File: src/rtl/core/irfd_pkg.sv
// Package with the shared types, constants and helpers of the IR remote frame decoder.
`default_nettype none
package irfd_pkg;

    localparam int TIMER_WIDTH = 16;
    localparam int CFG_WIDTH   = 16;
    localparam int CMP_WIDTH   = (TIMER_WIDTH > CFG_WIDTH) ? TIMER_WIDTH : CFG_WIDTH;
    localparam int CFG_IDX_W   = 3;

    localparam logic [CFG_IDX_W-1:0] CFG_LEAD_MIN = 3'd0;
    localparam logic [CFG_IDX_W-1:0] CFG_GAP_MIN  = 3'd1;
    localparam logic [CFG_IDX_W-1:0] CFG_ONE_MIN  = 3'd2;
    localparam logic [CFG_IDX_W-1:0] CFG_END_GAP  = 3'd3;
    localparam logic [CFG_IDX_W-1:0] CFG_HOLD     = 3'd4;

    localparam logic [CFG_WIDTH-1:0] LEAD_MIN_RST = 16'd37;
    localparam logic [CFG_WIDTH-1:0] GAP_MIN_RST  = 16'd14;
    localparam logic [CFG_WIDTH-1:0] ONE_MIN_RST  = 16'd5;
    localparam logic [CFG_WIDTH-1:0] END_GAP_RST  = 16'd46;
    localparam logic [CFG_WIDTH-1:0] HOLD_RST     = 16'd1014;

    localparam logic [7:0] BIT_EDGE_AFTER = 8'd15;
    localparam logic [7:0] LATCH_EDGE     = 8'd24;
    localparam logic [7:0] ONE_BIT        = 8'h01;

    localparam logic LEVEL_MARK  = 1'b0;
    localparam logic LEVEL_SPACE = 1'b1;

    typedef logic [TIMER_WIDTH-1:0] t_timer;
    typedef logic [CFG_WIDTH-1:0]   t_cfg_word;

    typedef enum logic [1:0] {
        PH_IDLE = 2'd0,
        PH_LEAD = 2'd1,
        PH_READ = 2'd2
    } t_phase;

    typedef struct packed {
        t_cfg_word lead_min;
        t_cfg_word gap_min;
        t_cfg_word one_min;
        t_cfg_word end_gap;
        t_cfg_word hold;
    } t_cfg;

    typedef struct packed {
        logic [7:0] code;
        logic       code_done;
        t_phase     phase_now;
    } t_result;

    function automatic t_timer timer_advance(input t_timer t);
        return (t == {TIMER_WIDTH{1'b1}}) ? t : t + t_timer'(1);
    endfunction

    function automatic logic timer_gt(input t_timer t, input t_cfg_word c);
        return CMP_WIDTH'(t) > CMP_WIDTH'(c);
    endfunction

endpackage
`default_nettype wire

File: src/rtl/core/irfd_cfg_regs.sv
// Configuration register bank of the IR remote frame decoder.
`default_nettype none
module irfd_cfg_regs
    import irfd_pkg::*;
(
    input  wire logic                 i_clk,
    input  wire logic                 i_rst_n,
    input  wire logic                 i_cfg_we,
    input  wire logic [CFG_IDX_W-1:0] i_cfg_idx,
    input  wire logic [CFG_WIDTH-1:0] i_cfg_wdata,
    output t_cfg                      o_cfg
);

    t_cfg r_cfg;

    always_ff @(posedge i_clk) begin
        if (!i_rst_n) begin
            r_cfg.lead_min <= LEAD_MIN_RST;
            r_cfg.gap_min  <= GAP_MIN_RST;
            r_cfg.one_min  <= ONE_MIN_RST;
            r_cfg.end_gap  <= END_GAP_RST;
            r_cfg.hold     <= HOLD_RST;
        end else if (i_cfg_we) begin
            case (i_cfg_idx)
                CFG_LEAD_MIN: r_cfg.lead_min <= i_cfg_wdata;
                CFG_GAP_MIN:  r_cfg.gap_min  <= i_cfg_wdata;
                CFG_ONE_MIN:  r_cfg.one_min  <= i_cfg_wdata;
                CFG_END_GAP:  r_cfg.end_gap  <= i_cfg_wdata;
                CFG_HOLD:     r_cfg.hold     <= i_cfg_wdata;
                default: begin
                end
            endcase
        end
    end

    assign o_cfg = r_cfg;

endmodule
`default_nettype wire

File: src/rtl/core/irfd_core.sv
// Decoder state and single-tick next-state logic of the IR remote frame decoder.
`default_nettype none
module irfd_core
    import irfd_pkg::*;
(
    input  wire logic i_clk,
    input  wire logic i_rst_n,
    input  wire logic i_step,
    input  wire logic i_level,
    input  t_cfg      i_cfg,
    output t_result   o_result
);

    t_phase     r_phase, n_phase;
    logic       r_in_mark, n_in_mark;
    logic [7:0] r_edge_count, n_edge_count;
    logic [7:0] r_shift_byte, n_shift_byte;
    logic [7:0] r_held_code, n_held_code;
    t_timer     r_lead_el, n_lead_el;
    t_timer     r_space_el, n_space_el;
    t_timer     r_end_el, n_end_el;
    t_timer     r_hold_el, n_hold_el;
    logic       n_done;

    always_comb begin
        n_phase      = r_phase;
        n_in_mark    = r_in_mark;
        n_edge_count = r_edge_count;
        n_shift_byte = r_shift_byte;
        n_held_code  = r_held_code;
        n_lead_el    = timer_advance(r_lead_el);
        n_space_el   = timer_advance(r_space_el);
        n_end_el     = timer_advance(r_end_el);
        n_hold_el    = timer_advance(r_hold_el);
        n_done       = 1'b0;

        if (timer_gt(n_hold_el, i_cfg.hold)) begin
            n_hold_el    = '0;
            n_held_code  = '0;
            n_shift_byte = '0;
            n_edge_count = '0;
            n_phase      = PH_IDLE;
        end

        case (n_phase)
            PH_READ: begin
                if (timer_gt(n_end_el, i_cfg.end_gap)) begin
                    n_end_el     = '0;
                    n_hold_el    = '0;
                    n_shift_byte = '0;
                    n_edge_count = '0;
                    n_phase      = PH_IDLE;
                end else if (n_in_mark) begin
                    if (i_level == LEVEL_SPACE) begin
                        n_space_el = '0;
                        n_end_el   = '0;
                        n_in_mark  = 1'b0;
                    end
                end else if (i_level == LEVEL_MARK) begin
                    if (n_edge_count > BIT_EDGE_AFTER && n_edge_count < LATCH_EDGE) begin
                        n_shift_byte = {n_shift_byte[6:0], 1'b0};
                        if (timer_gt(n_space_el, i_cfg.one_min)) begin
                            n_space_el   = '0;
                            n_shift_byte = n_shift_byte | ONE_BIT;
                        end
                    end
                    n_edge_count = n_edge_count + 8'd1;
                    n_in_mark    = 1'b1;
                    if (n_edge_count == LATCH_EDGE) begin
                        n_held_code = n_shift_byte;
                        n_done      = 1'b1;
                    end
                end
            end
            PH_LEAD: begin
                if (i_level == LEVEL_MARK) begin
                    if (timer_gt(n_space_el, i_cfg.gap_min)) begin
                        n_phase    = PH_READ;
                        n_space_el = '0;
                        n_end_el   = '0;
                        n_in_mark  = 1'b1;
                    end else begin
                        n_phase = PH_IDLE;
                    end
                end
            end
            PH_IDLE: begin
                if (!n_in_mark) begin
                    if (i_level == LEVEL_MARK) begin
                        n_in_mark = 1'b1;
                        n_lead_el = '0;
                    end
                end else if (i_level == LEVEL_SPACE) begin
                    n_in_mark = 1'b0;
                    if (timer_gt(n_lead_el, i_cfg.lead_min)) begin
                        n_lead_el  = '0;
                        n_phase    = PH_LEAD;
                        n_space_el = '0;
                    end
                end
            end
            default: begin
            end
        endcase

        o_result.code      = n_held_code;
        o_result.code_done = n_done;
        o_result.phase_now = n_phase;
    end

    always_ff @(posedge i_clk) begin
        if (!i_rst_n) begin
            r_phase      <= PH_IDLE;
            r_in_mark    <= 1'b0;
            r_edge_count <= '0;
            r_shift_byte <= '0;
            r_held_code  <= '0;
            r_lead_el    <= '0;
            r_space_el   <= '0;
            r_end_el     <= '0;
            r_hold_el    <= '0;
        end else if (i_step) begin
            r_phase      <= n_phase;
            r_in_mark    <= n_in_mark;
            r_edge_count <= n_edge_count;
            r_shift_byte <= n_shift_byte;
            r_held_code  <= n_held_code;
            r_lead_el    <= n_lead_el;
            r_space_el   <= n_space_el;
            r_end_el     <= n_end_el;
            r_hold_el    <= n_hold_el;
        end
    end

endmodule
`default_nettype wire

File: src/rtl/core/ir_remote_frame_decoder.sv
// Top level of the IR remote frame decoder with stream ports and result register.
//
// Channel   Direction  Beat contents
// s_axis    in         one sampled receiver level per tick
// m_axis    out        held code, phase and new-code flag for that tick
// cfg       in         register write, index and 16-bit data
//
// Each input beat is decoded combinationally, and a new beat is taken every cycle while the input side is ready.
// The result beat appears in the cycle after its input beat is taken, from the result register.
// The input side stalls only while a result waits and the output side is not ready.
// Reset is synchronous and restores the default thresholds and the idle decoder.
`default_nettype none
module ir_remote_frame_decoder
    import irfd_pkg::*;
(
    input  wire logic                 i_clk,
    input  wire logic                 i_rst_n,
    input  wire logic                 i_s_axis_tvalid,
    output logic                      o_s_axis_tready,
    input  wire logic [7:0]           i_s_axis_tdata,  // [0] ir_level
    output logic                      o_m_axis_tvalid,
    input  wire logic                 i_m_axis_tready,
    output logic [15:0]               o_m_axis_tdata,  // [7:0] code, [9:8] phase_now
    output logic                      o_m_axis_tuser,  // [0] code_done
    input  wire logic                 i_cfg_we,
    input  wire logic [CFG_IDX_W-1:0] i_cfg_idx,
    input  wire logic [CFG_WIDTH-1:0] i_cfg_wdata
);

    t_cfg    w_cfg;
    t_result w_result;
    t_result r_result;
    logic    r_out_valid;
    logic    w_step;

    assign o_s_axis_tready = !r_out_valid || i_m_axis_tready;
    assign w_step          = i_s_axis_tvalid && o_s_axis_tready;

    irfd_cfg_regs u_cfg_regs (
        .i_clk       (i_clk),
        .i_rst_n     (i_rst_n),
        .i_cfg_we    (i_cfg_we),
        .i_cfg_idx   (i_cfg_idx),
        .i_cfg_wdata (i_cfg_wdata),
        .o_cfg       (w_cfg)
    );

    irfd_core u_core (
        .i_clk    (i_clk),
        .i_rst_n  (i_rst_n),
        .i_step   (w_step),
        .i_level  (i_s_axis_tdata[0]),
        .i_cfg    (w_cfg),
        .o_result (w_result)
    );

    always_ff @(posedge i_clk) begin
        if (!i_rst_n) begin
            r_out_valid <= 1'b0;
        end else if (o_s_axis_tready) begin
            r_out_valid <= i_s_axis_tvalid;
        end
    end

    always_ff @(posedge i_clk) begin
        if (w_step) begin
            r_result <= w_result;
        end
    end

    assign o_m_axis_tvalid = r_out_valid;
    assign o_m_axis_tdata  = {6'd0, r_result.phase_now, r_result.code};
    assign o_m_axis_tuser  = r_result.code_done;

endmodule
`default_nettype wire
File: config.mk
export PLATFORM = sky130hd
export DESIGN_NAME = ir_remote_frame_decoder
export DESIGN_NICKNAME = d
export VERILOG_FILES = /design/src/rtl/core/irfd_pkg.sv /design/src/rtl/core/irfd_cfg_regs.sv /design/src/rtl/core/irfd_core.sv /design/src/rtl/core/ir_remote_frame_decoder.sv
export SDC_FILE = /design/constraint.sdc
export NUM_CORES = 1
export LEC_CHECK = 0
export BUFFER_PORTS_ARGS = -buffer_cell sky130_fd_sc_hd__buf_2
export CAP_MARGIN = 5
export CORE_ASPECT_RATIO = 0.7
export CORE_UTILIZATION = 30
export CTS_CLUSTER_DIAMETER = 60
export DETAILED_ROUTE_END_ITERATION = 12
export GPL_TIMING_DRIVEN = 0
export PLACE_DENSITY = 0.41
export SYNTH_ARGS = -nofsm -noshare
export SYNTH_HDL_FRONTEND = slang
export SYNTH_SLANG_ARGS = --single-unit
File: constraint.sdc
create_clock -name i_clk -period 15.77 [get_ports i_clk]
set_clock_uncertainty 0.15 [all_clocks]
set_input_delay 3.154 -clock i_clk [delete_from_list [all_inputs] [get_ports i_clk]]
set_output_delay 3.154 -clock i_clk [all_outputs]
set_load 0.01 [all_outputs]
# Word level (Yosys, flattened, before mapping)
# Index checks and enable logic that the tools add are counted.
# totals
ff_bits	183
in_bits	32
out_inout_bits	19
# op_classes
add_sub_neg	5
magnitude_cmp	7
n_eq_ne	14
mux	62
bitwise	1
n_reduce_logical	14
# ops
operator	n
two-way mux 16 bit	28
two-way mux 8 bit	17
> comparator 16 bit	5
adder 16 x 1 -> 16 bit (second input constant)	4
== test 16 bit (second input constant)	4
case mux 16 bit (3 select lines)	1
case mux 16 bit (2 select lines)	1
two-way mux 2 bit	7
AND reduction 2 bit	5
adder 8 x 1 -> 8 bit (second input constant)	1
== test 8 x 5 -> 1 bit (second input constant)	1
> comparator 8 x 4 -> 1 bit (second input constant)	1
less-than comparator 8 x 5 -> 1 bit (second input constant)	1
== test 3 x 2 -> 1 bit (second input constant)	2
two-way mux 1 bit	6
case mux 2 bit (3 select lines)	1
AND reduction 5 bit	1
!= test 2 bit (second input constant)	2
OR reduction 4 bit	1
== test 3 x 1 -> 1 bit (second input constant)	1
== test 3 bit (second input constant)	1
logical NOT 3 bit	1
case mux 1 bit (3 select lines)	1
nonzero test 3 bit	1
other kinds (8)	9

# Longest topological paths before layout
# Gate-level depths: netlist of the first run.
# depth
word_depth	12
ltp_mapped	24

# Cells and area by module
# Synthesis of the first run repeated with hierarchy kept, for this count alone.
# unflattened
hier_cells	1283
hier_area_um2	11095.6
# modules_own_cells
module	instances	cells_per_inst	area_per_inst_um2
irfd_core	1	967	7592.3
irfd_cfg_regs	1	293	3066.7
ir_remote_frame_decoder	1	23	436.7

# Worst setup path before layout of the first run
# OpenSTA, ideal clock, no wires.
# synth_timing
kind	input-to-output
from	input i_m_axis_tready
to	output o_s_axis_tready
arrival_ps	3337
required_ps	12466
slack_ps	9129
path_stages	1
n_path_buf	0
path_cell_list	nand2b_1
# synth_via
elab_chain_cells	1
# synth_rtl
element	line_no	source
from (decl)	ir_remote_frame_decoder.sv:22	input wire logic i_m_axis_tready,
logical OR 1 bit	ir_remote_frame_decoder.sv:36	assign o_s_axis_tready = !r_out_valid || i_m_axis_tready;
to (decl)	ir_remote_frame_decoder.sv:19	output logic o_s_axis_tready,
# No other way between the ends.

# Worst setup path after layout of the first run
# Same ends and word-level chain as after synthesis.

==> reports/results.ini, run 1 <==
[hold_path]
hold_depth=2
hp-class=reg -> reg
min_from=u_cfg_regs.o_cfg[52]
min_delay_worst_endpoint=u_cfg_regs.o_cfg[52]

[floorplan]
die_area_um2=36600
coreArea_um2=35000
die_w_um=228
pin_count=51
rows=57
dieHeight_um=160
start_util_pct=30.7

[timing]
setup_violations=0
rsz0062_at_grt=no
post-route-period-util_pct=43.5
tns_ns=0
fin_ws_ns=8.91
slew_viol_final=0
tightest_slew_ns=1.11
hold_viol_final=0
slew_headroom_pct=25.9
fmax_ghz=0.146
period_minus_slack_ns=6.86

[clock_network]
holdBufCountCts=0
numCtsBuffers=17
cts_tree=done
clk_pin_slew_ns=0.07
worstSkewPairLatency_ns=0.46
cts_resized=0
cts-root-buf=clkbuf_16
clock_sinks=183
cts-htree-levels=4
cts_max_path_buffers=2
cts_setup_buffers=0

[layout]
layout_common_cells=nand2_1 (240), dfxtp_1 (172), a21oi_1 (124)
nets=1526
drive_gt1_share_pct=8.53
insertedDiodeCount=0
area_growth_syn_to_layout_pct=12.6
finish.instance_area_um2=12100
mostFrequentLayoutCell=nand2_1

[worst_setup_path]
crit_family=buffers and inverters
crit_top_cell=buf_2
critPathLaunchType=input port
path_class=in -> out
arrival_ns=3.55
path_buf_inv=2
rr_worst_depth=22
timing.rr.end=u_core.r_held_code[0]
r2r-start=u_core.r_hold_el[4]
cpPeakStageDelay_ns=0.16
critPathCaptureType=primary output
cp_data_required_time_ns=12.47
r2r_slack_ns=9.20
critPathSlowestCell=nand2b_1
cp_cell_sequence=buf_2 -> nand2b_1 -> buf_2
cp_max_fo=3

[synthesis]
synth-seq-area-share_pct=35.1
avgSynthCellArea_um2=8.00
ys_warn_count=0
synth_seq_cells=183
synth_edf_count=11
async_reset_ff_share_pct=0
syn_inst=1345
ys_types=69
synth_top_flop_cell=dfxtp_1
syn_area_um2=10800

[global_routing]
grt_max_degree=21
track_usage_pct=19.7
grt_overflow_total=0
grt_pass1_vias=9106
antenna_found_initial=0
grt_pass1_wl_mm=54.8

[route]
wl_per_cell_um=18.5
drcViolationCount=0
drt_pass1_iterations=5
vias=9757
ant_nets=0
routed_via_density=5.16
drt-total-wl_mm=35.0
drt_iter0_drc=660

[power]
p_leak_nw=4.65
ir_drop_mv=0.0770
total_power_w=0.00103
power.density_nw_per_um2=84.8

[flow_run]
max_cap_viol_count=0

[placement]
hpwlAfterDp_mm=26.6
port-buffer-count=36
gp_congestion=0.823
place_area_um2=11500
dp_slack_ns=8.91

[run_status]
status=finished clean

-- cell type report --
cell class | count | area, µm²
Multi-Input combinational cell | 1002 | 6340
Clock inverter | 8 | 63.8
Tap cell | 472 | 591
Clock buffer | 24 | 502
Inverter | 98 | 368
Fill cell | 3775 | 22900
Sequential cell | 183 | 3770
Buffer | 67 | 293
Timing Repair Buffer | 36 | 180
-- sequential cells by signal, summed over array words and instances (netlist names) --
register,cells
u_cfg_regs.o_cfg,80
u_core.r_end_el,16
u_core.r_hold_el,16
u_core.r_lead_el,16
u_core.r_space_el,16
o_m_axis_tdata,10
u_core.r_edge_count,8
u_core.r_held_code,8
u_core.r_shift_byte,8
u_core.r_phase,2
o_m_axis_tuser,1
o_m_axis_tvalid,1
u_core.r_in_mark,1
-- power breakdown --
| part | switching (W) | internal [W] |
|---|---|---|
| clock | 0.000206 | 0.000225 |
| sequential | 0.00000961 | 0.000477 |
| combinational | 0.0000748 | 0.0000349 |
-- Yosys cell counts (5+ instances only) --
cell type	instances	share of area (%)
nor2b_1	9	0.52
or2_2	9	0.52
ha_1	89	10
and2_1	14	0.81
dfxtp_1	172	32
and4_1	9	0.73
and3_1	14	0.81
mux2_2	12	1.3
buf_4	8	0.56
nand4_1	43	2.5
o211a_1	6	0.56
edfxtp_1	11	3.1
or3_1	12	0.70
nor3_1	29	1.3
nand2_1	240	8.4
mux2i_1	8	0.74
a21oi_1	124	5.8
nand3_1	56	2.6
a31oi_1	21	1.2
a22o_1	8	0.65
o21ai_0	38	1.8
o21a_1	12	0.84
a41oi_1	6	0.49
xnor2_1	26	2.1
clkbuf_1	47	1.6
nand2b_1	9	0.52
a32o_1	19	1.8
xor2_1	17	1.4
nor2_1	63	2.2
o211ai_1	27	1.9
a22oi_1	6	0.42
inv_1	97	3.4
buf_2	9	0.42
o22ai_1	9	0.52
or4_1	5	0.35
-- through the flow --
step	hold slack, ns	cells	utilization, %
CTS	0.307	1890	34.6
floorplan	0.282	1350	-
global placement	0.294	1858	33.0
finish	0.307	1890	34.6
global route	0.322	1890	34.6
detailed placement	0.297	1858	33.0
-- worst min-delay path: stages, from the launching register on --
cell	delay, ns
dfxtp_1	0.31
nand2_1	0.05
a21oi_1	0.05
-- cell families (layout without fill, tap and decap cells) --
| family | Yosys count | count (layout) | synth area share (%) |
|---|---|---|---|
| AND/OR/NAND/NOR | 530 | 530 | 23.5 |
| other | 1 | 6 | 0.0349 |
| AO/OA/AOI/OAI | 314 | 314 | 19.4 |
| flip-flops | 183 | 183 | 35.1 |
| adder cells (fa/ha/maj) | 89 | 89 | 10.3 |
| buffers and inverters | 165 | 233 | 6.14 |
| multiplexers | 20 | 20 | 2.00 |
| XOR/XNOR | 43 | 43 | 3.50 |
-- how the worst max path moves through the flow --
stage                       endpoint  cells after the start  slack, ns                start
3_3_place_gp         o_s_axis_tready                      3       8.92      i_m_axis_tready
2_1_floorplan        o_s_axis_tready                      1       9.13      i_m_axis_tready
5_1_grt        u_core.r_held_code[0]                     20       8.65  u_core.r_hold_el[4]
4_1_cts              o_s_axis_tready                      3       8.91      i_m_axis_tready
3_5_place_dp         o_s_axis_tready                      3       8.91      i_m_axis_tready
6_report             o_s_axis_tready                      3       8.91      i_m_axis_tready
-- routing by layer --
| metal | track usage (%) | wire length (µm) |
|---|---|---|
| met1 | 31.1 | 19500 |
| met4 | 5.37 | 474 |
| met3 | 3.07 | 1340 |
| met2 | 26.8 | 13700 |
| met5 | 0 | 0 |
No activity file was read; power rests on OpenSTA's default activity.
==> run 2, diff against run 1 <==
==> constraint.sdc (replaced) <==
create_clock -name i_clk -period 6.5 [get_ports i_clk]
set_clock_uncertainty 0.15 [all_clocks]
set_input_delay 1.3 -clock i_clk [delete_from_list [all_inputs] [get_ports i_clk]]
set_output_delay 1.3 -clock i_clk [all_outputs]
set_load 0.01 [all_outputs]
==> run 2 against run 1 <==
Critical path depth is 20 higher. Count of clock-buffer cells in the layout unchanged. Sequential power rose by 140%. Die area stayed put. First-iteration DRC count rose by 4.4%. Sequential cell count stayed put. Power rose by 140%. Setup slack got worse by 8.5 ns. Largest power group unchanged. Combinational power rose by 140%. Sequential share of layout area is 0.082 points lower. Register-to-register slack worse by 8.8 ns. Design area up 0.33%. Critical path type is now reg -> reg.
==> reports/results.ini, run 2 (synthesized netlist as in run 1, its figures left out) <==
[timing]
period_minus_slack_ns=6.08
rsz0062_at_grt=no
slew_viol_final=0
slew_headroom_pct=26.2
fmax_ghz=0.165
hold_ws_ns=0.306
post-route-period-util_pct=93.5
tightest_slew_ns=1.11
hold_viol_final=0
setup_violations=0

[route]
drt_pass1_iterations=5
vias=9731
wl_per_cell_um=18.6
top_layer_used=met4
ant_nets=0
routed_via_density=5.15
wl_met2_mm=13.8
drt-total-wl_mm=35.1
drt_iter0_drc=689
wl_met3_mm=1.26
wl_met1_mm=19.6
drcViolationCount=0

[hold_path]
hp-class=reg -> reg

[placement]
port-buffer-count=36
hpwlAfterDp_mm=26.6
place_area_um2=11500
dp_cells=1858
gp_congestion=0.823

[clock_network]
cts-htree-levels=4
cts-root-buf=clkbuf_16
clock_sinks=183
holdBufCountCts=0
numCtsBuffers=17
cts_max_path_buffers=2
clk_pin_slew_ns=0.07
cts_tree=done
worstSkewPairLatency_ns=0.46

[layout]
finish.instance_area_um2=12200
layout_common_cells=nand2_1 (240), dfxtp_1 (170), a21oi_1 (123)
drive_gt1_share_pct=9.16
mostFrequentLayoutCell=nand2_1
final_cells=1891
nets=1527
n_fill_cell=3772
multi_input_area_um2=6370
area_growth_syn_to_layout_pct=13.0
largest_reg_flops=80
seq_area_um2=3780
insertedDiodeCount=0

[global_routing]
grt_pass1_wl_mm=54.8
track_usage_pct=19.7
antenna_found_initial=0
grt_max_degree=21
grt_pass1_vias=9112
grt_overflow_total=0

[floorplan]
die_area_um2=36600
pin_count=51
start_util_pct=30.7
dieHeight_um=160
coreArea_um2=35000
die_w_um=228
rows=57

[worst_setup_path]
critPathLaunchType=flip-flop
cp_max_fo=10
cp_data_required_time_ns=6.53
path_class=reg -> reg
critPathCaptureType=flip-flop
arrival_ns=6.11

[power]
power.density_nw_per_um2=205
ir_drop_mv=0.186
p_leak_nw=4.66

[run_status]
status=finished clean

[flow_run]
max_cap_viol_count=0

[run 2: changes by cell type in the layout (fill, tap and decap cells not counted), sizes merged]
cell | before | now
clkbuf | 71 | 72
[run 2: worst paths after layout]
check,slack (ns),to,start,cells after the start
setup / recovery,0.42,o_m_axis_tdata[1],u_core.r_hold_el[5],23
hold / removal,0.31,u_cfg_regs.o_cfg[33],u_cfg_regs.o_cfg[33],2
setup reg to reg,0.42,o_m_axis_tdata[1],u_core.r_hold_el[5],23
hold reg to reg,0.31,u_cfg_regs.o_cfg[33],u_cfg_regs.o_cfg[33],2
[run 2: worst max-delay path, cell delays in order (launching register included)]
cell,delay (ns)
dfxtp_1,0.43
and4_1,0.28
nand4_1,0.15
buf_4,0.19
nor2_1,0.18
and3_1,0.21
mux2_2,0.37
ha_1,0.31
nand4_1,0.13
or4_1,0.57
or2_1,0.28
o31ai_4,0.17
buf_6,0.24
nand2_1,0.11
inv_1,0.09
ha_1,0.24
inv_1,0.14
nor3_1,0.28
nand2_1,0.17
nor4b_2,0.32
and4_1,0.23
buf_2,0.20
clkbuf_4,0.24
a21oi_1,0.11
[run 2: repair_timing]
item,in CTS,in global routing
setup endpoints to repair,2,54
buffers inserted,0,1
pin swaps,0,1
gates resized for setup,1,11
[run 2: per-layer routing]
metal	global-route usage (%)	vias to the layer above
met5	0	-
met4	5.37	0
met3	3.09	24
met2	26.8	173
met1	31.1	4616
li1	-	4918
[run 2: layout make-up]
type,instances,area share (%)
Timing Repair Buffer,37,1.54
Clock inverter,8,0.525
Sequential cell,183,31.1
Clock buffer,24,4.13
Multi-Input combinational cell,1002,52.4
Tap cell,472,4.86
Buffer,67,2.48
Inverter,98,3.03
[run 2: per-stage QoR]
step | utilization (%) | setup slack [ns] | power, W | setup TNS (ns)
2_1_floorplan | - | 1.36 | 0.00137 | 0
3_3_place_gp | 33.0 | 0.0544 | 0.00147 | 0
3_5_place_dp | 33.0 | -0.0119 | 0.00147 | -0.0119
4_1_cts | 34.6 | 0.00937 | 0.00253 | 0
5_1_grt | 34.7 | 0.0163 | 0.00260 | 0
6_report | 34.7 | 0.422 | 0.00250 | 0
[run 2: power by group]
part	switching [W]	internal (W)	leakage (nW)	total, W
clock	0.000502	0.000545	0.270	0.00105
combinational	0.000182	0.0000849	2.89	0.000266
sequential	0.0000231	0.00116	1.50	0.00118
total	0.000707	0.00179	4.66	0.00250
==> run 3, diff against run 2 <==
--- a/config.mk
+++ b/config.mk
@@ -13,6 +13,7 @@
 export DETAILED_ROUTE_END_ITERATION = 12
 export GPL_TIMING_DRIVEN = 0
 export PLACE_DENSITY = 0.41
+export RECOVER_POWER = 100
 export SYNTH_ARGS = -nofsm -noshare
 export SYNTH_HDL_FRONTEND = slang
 export SYNTH_SLANG_ARGS = --single-unit
==> run 3 against run 2 <==
Count of clock-buffer cells in the layout stayed put. Fmax is 0.20% higher. Design area is 0.28% lower. Register-to-register slack hardly changed. Highest routed layer unchanged. Non-clock buffer count stayed put. Clock power hardly changed. Die area stayed put. Via count hardly changed. Combinational power hardly changed. Largest cell class unchanged. Power is 0.17% lower.
==> reports/results.ini, run 3 (synthesized netlist as in run 1, its figures left out) <==
[run_status]
status=finished clean

[clock_network]
cts_max_path_buffers=2
cts-root-buf=clkbuf_16
clock_sinks=183
clk_pin_slew_ns=0.07
numCtsBuffers=17
worstSkewPairLatency_ns=0.46
cts_tree=done
cts-htree-levels=4

[timing]
tns_ns=0
fin_ws_ns=0.434
fmax_ghz=0.165
slew_headroom_pct=26.6
slew_viol_final=0
hold_viol_final=0
tightest_slew_ns=1.10
period_minus_slack_ns=6.07
rsz0062_at_grt=no
post-route-period-util_pct=93.3
setup_violations=0

[power]
power.density_nw_per_um2=205
p_leak_nw=4.61
p_int_w=0.00179
combPwrFrac_pct=10.6
clock_power_share_pct=42.0
switching_power_w=0.000704
total_power_w=0.00249
ir_drop_mv=0.187
p_sw_share_pct=28.3
power.share.sequential_pct=47.4

[global_routing]
antenna_found_initial=0
track_usage_pct=19.7
grt_pass1_vias=9112
grt_max_degree=21
grt_overflow_total=0
grt_pass1_wl_mm=54.8

[floorplan]
pin_count=51
die_area_um2=36600
rows=57
die_w_um=228
dieHeight_um=160
coreArea_um2=35000
start_util_pct=30.7

[worst_setup_path]
cp_max_fo=10
arrival_ns=6.23
critPathCaptureType=flip-flop
critPathSlowestCell=o41ai_2
critPathLaunchType=flip-flop
cp_data_required_time_ns=6.66
cp_cell_sequence=nand3_1 -> nor4_2 -> nand4_1 -> nand3_1 -> nor3_1 -> xnor2_1 -> ha_1 -> nand4_1 -> a2111oi_0 -> o41ai_1 -> a31oi_1 -> a311oi_2 -> o41ai_2 -> nor2_1
cpPeakStageDelay_ns=0.84
path_class=reg -> reg

[layout]
largest_reg_flops=80
mostFrequentLayoutCell=nand2_1
drive_gt1_share_pct=7.96
finish.instance_area_um2=12100
nets=1527
area_growth_syn_to_layout_pct=12.7
postLayoutCoreUtil_pct=34.6
insertedDiodeCount=0
layout_common_cells=nand2_1 (240), dfxtp_1 (170), a21oi_1 (124)

[placement]
place_area_um2=11500
gp_congestion=0.823
hpwlAfterDp_mm=26.6
port-buffer-count=36
dp_slack_ns=-0.0119

[flow_run]
max_cap_viol_count=0

[route]
drt_pass1_iterations=5
drcViolationCount=0
wl_per_cell_um=18.5
drt_iter0_drc=663
vias=9734
routed_via_density=5.15
drt-total-wl_mm=35.0
ant_nets=0

[hold_path]
hp-class=reg -> reg

==> run 3: cell types whose count changed in the layout (fill, tap and decap cells not counted) <==
cell	delta
inv_1	+1
buf_1	-2
a21oi_1	+1
inv_2	-1
a311oi_2	+1
and2_0	+4
a21oi_2	-1
buf_2	-17
clkbuf_2	+2
a311oi_4	-1
clkbuf_1	+17
and2_1	-4
==> run 3: final timing paths <==
check                                     startpoint              endpoint  slack [ns]  cells after the start
worst max-delay path            u_core.r_space_el[4]  u_core.r_space_el[7]        0.43                     14
worst min-delay path            u_cfg_regs.o_cfg[33]  u_cfg_regs.o_cfg[33]        0.31                      2
worst max register to register  u_core.r_space_el[4]  u_core.r_space_el[7]        0.43                     14
worst min register to register  u_cfg_regs.o_cfg[33]  u_cfg_regs.o_cfg[33]        0.31                      2
==> run 3: per-layer routing <==
metal  wire, µm  track usage (%)
met2      13700             26.8
met5          0                0
met3       1460             3.09
met1      19400             31.1
met4        470             5.37
==> run 3: per-stage QoR <==
| stage | hold WS, ns | cells |
|---|---|---|
| 6_report | 0.306 | 1891 |
| 5_1_grt | 0.322 | 1891 |
| 4_1_cts | 0.307 | 1890 |
| 3_5_place_dp | 0.297 | 1858 |
| 3_3_place_gp | 0.294 | 1858 |
| 2_1_floorplan | 0.282 | 1350 |
==> run 3: repair_timing <==
| action | CTS | global route |
|---|---|---|
| endpoints found under the setup margin | 2 | 54 |
| setup buffers | 0 | 1 |
| pin swaps | 0 | 1 |
| resized for setup | 1 | 11 |
| hold buffers | 0 | 0 |
==> run 3: worst max-delay path: cells and delay by family, from the launching register on <==
kind	cells	cell delay [ns]
xor+xnor	1	0.46
flops	1	0.43
simple gates	7	2.16
compound gates	5	2.47
fa+ha+maj	1	0.22
==> run 3: power by group through the flow <==
| stage | Combinational [W] | Sequential (W) | Clock (W) |
|---|---|---|---|
| 2_1_floorplan | 0.000165 | 0.00120 | 0 |
| 3_3_place_gp | 0.000267 | 0.00121 | 0 |
| 3_5_place_dp | 0.000267 | 0.00121 | 0 |
| 4_1_cts | 0.000268 | 0.00118 | 0.00108 |
| 5_1_grt | 0.000298 | 0.00119 | 0.00111 |
| 6_report | 0.000264 | 0.00118 | 0.00104 |
==> run 3: area by class of cell <==
| class | count | area, µm² |
|---|---|---|
| Buffer | 67 | 300 |
| Multi-Input combinational cell | 1002 | 6350 |
| Timing Repair Buffer | 37 | 170 |
| Tap cell | 472 | 591 |
| Clock inverter | 8 | 63.8 |
| Inverter | 98 | 368 |
| Sequential cell | 183 | 3780 |
| Fill cell | 3783 | 22900 |
| Clock buffer | 24 | 502 |
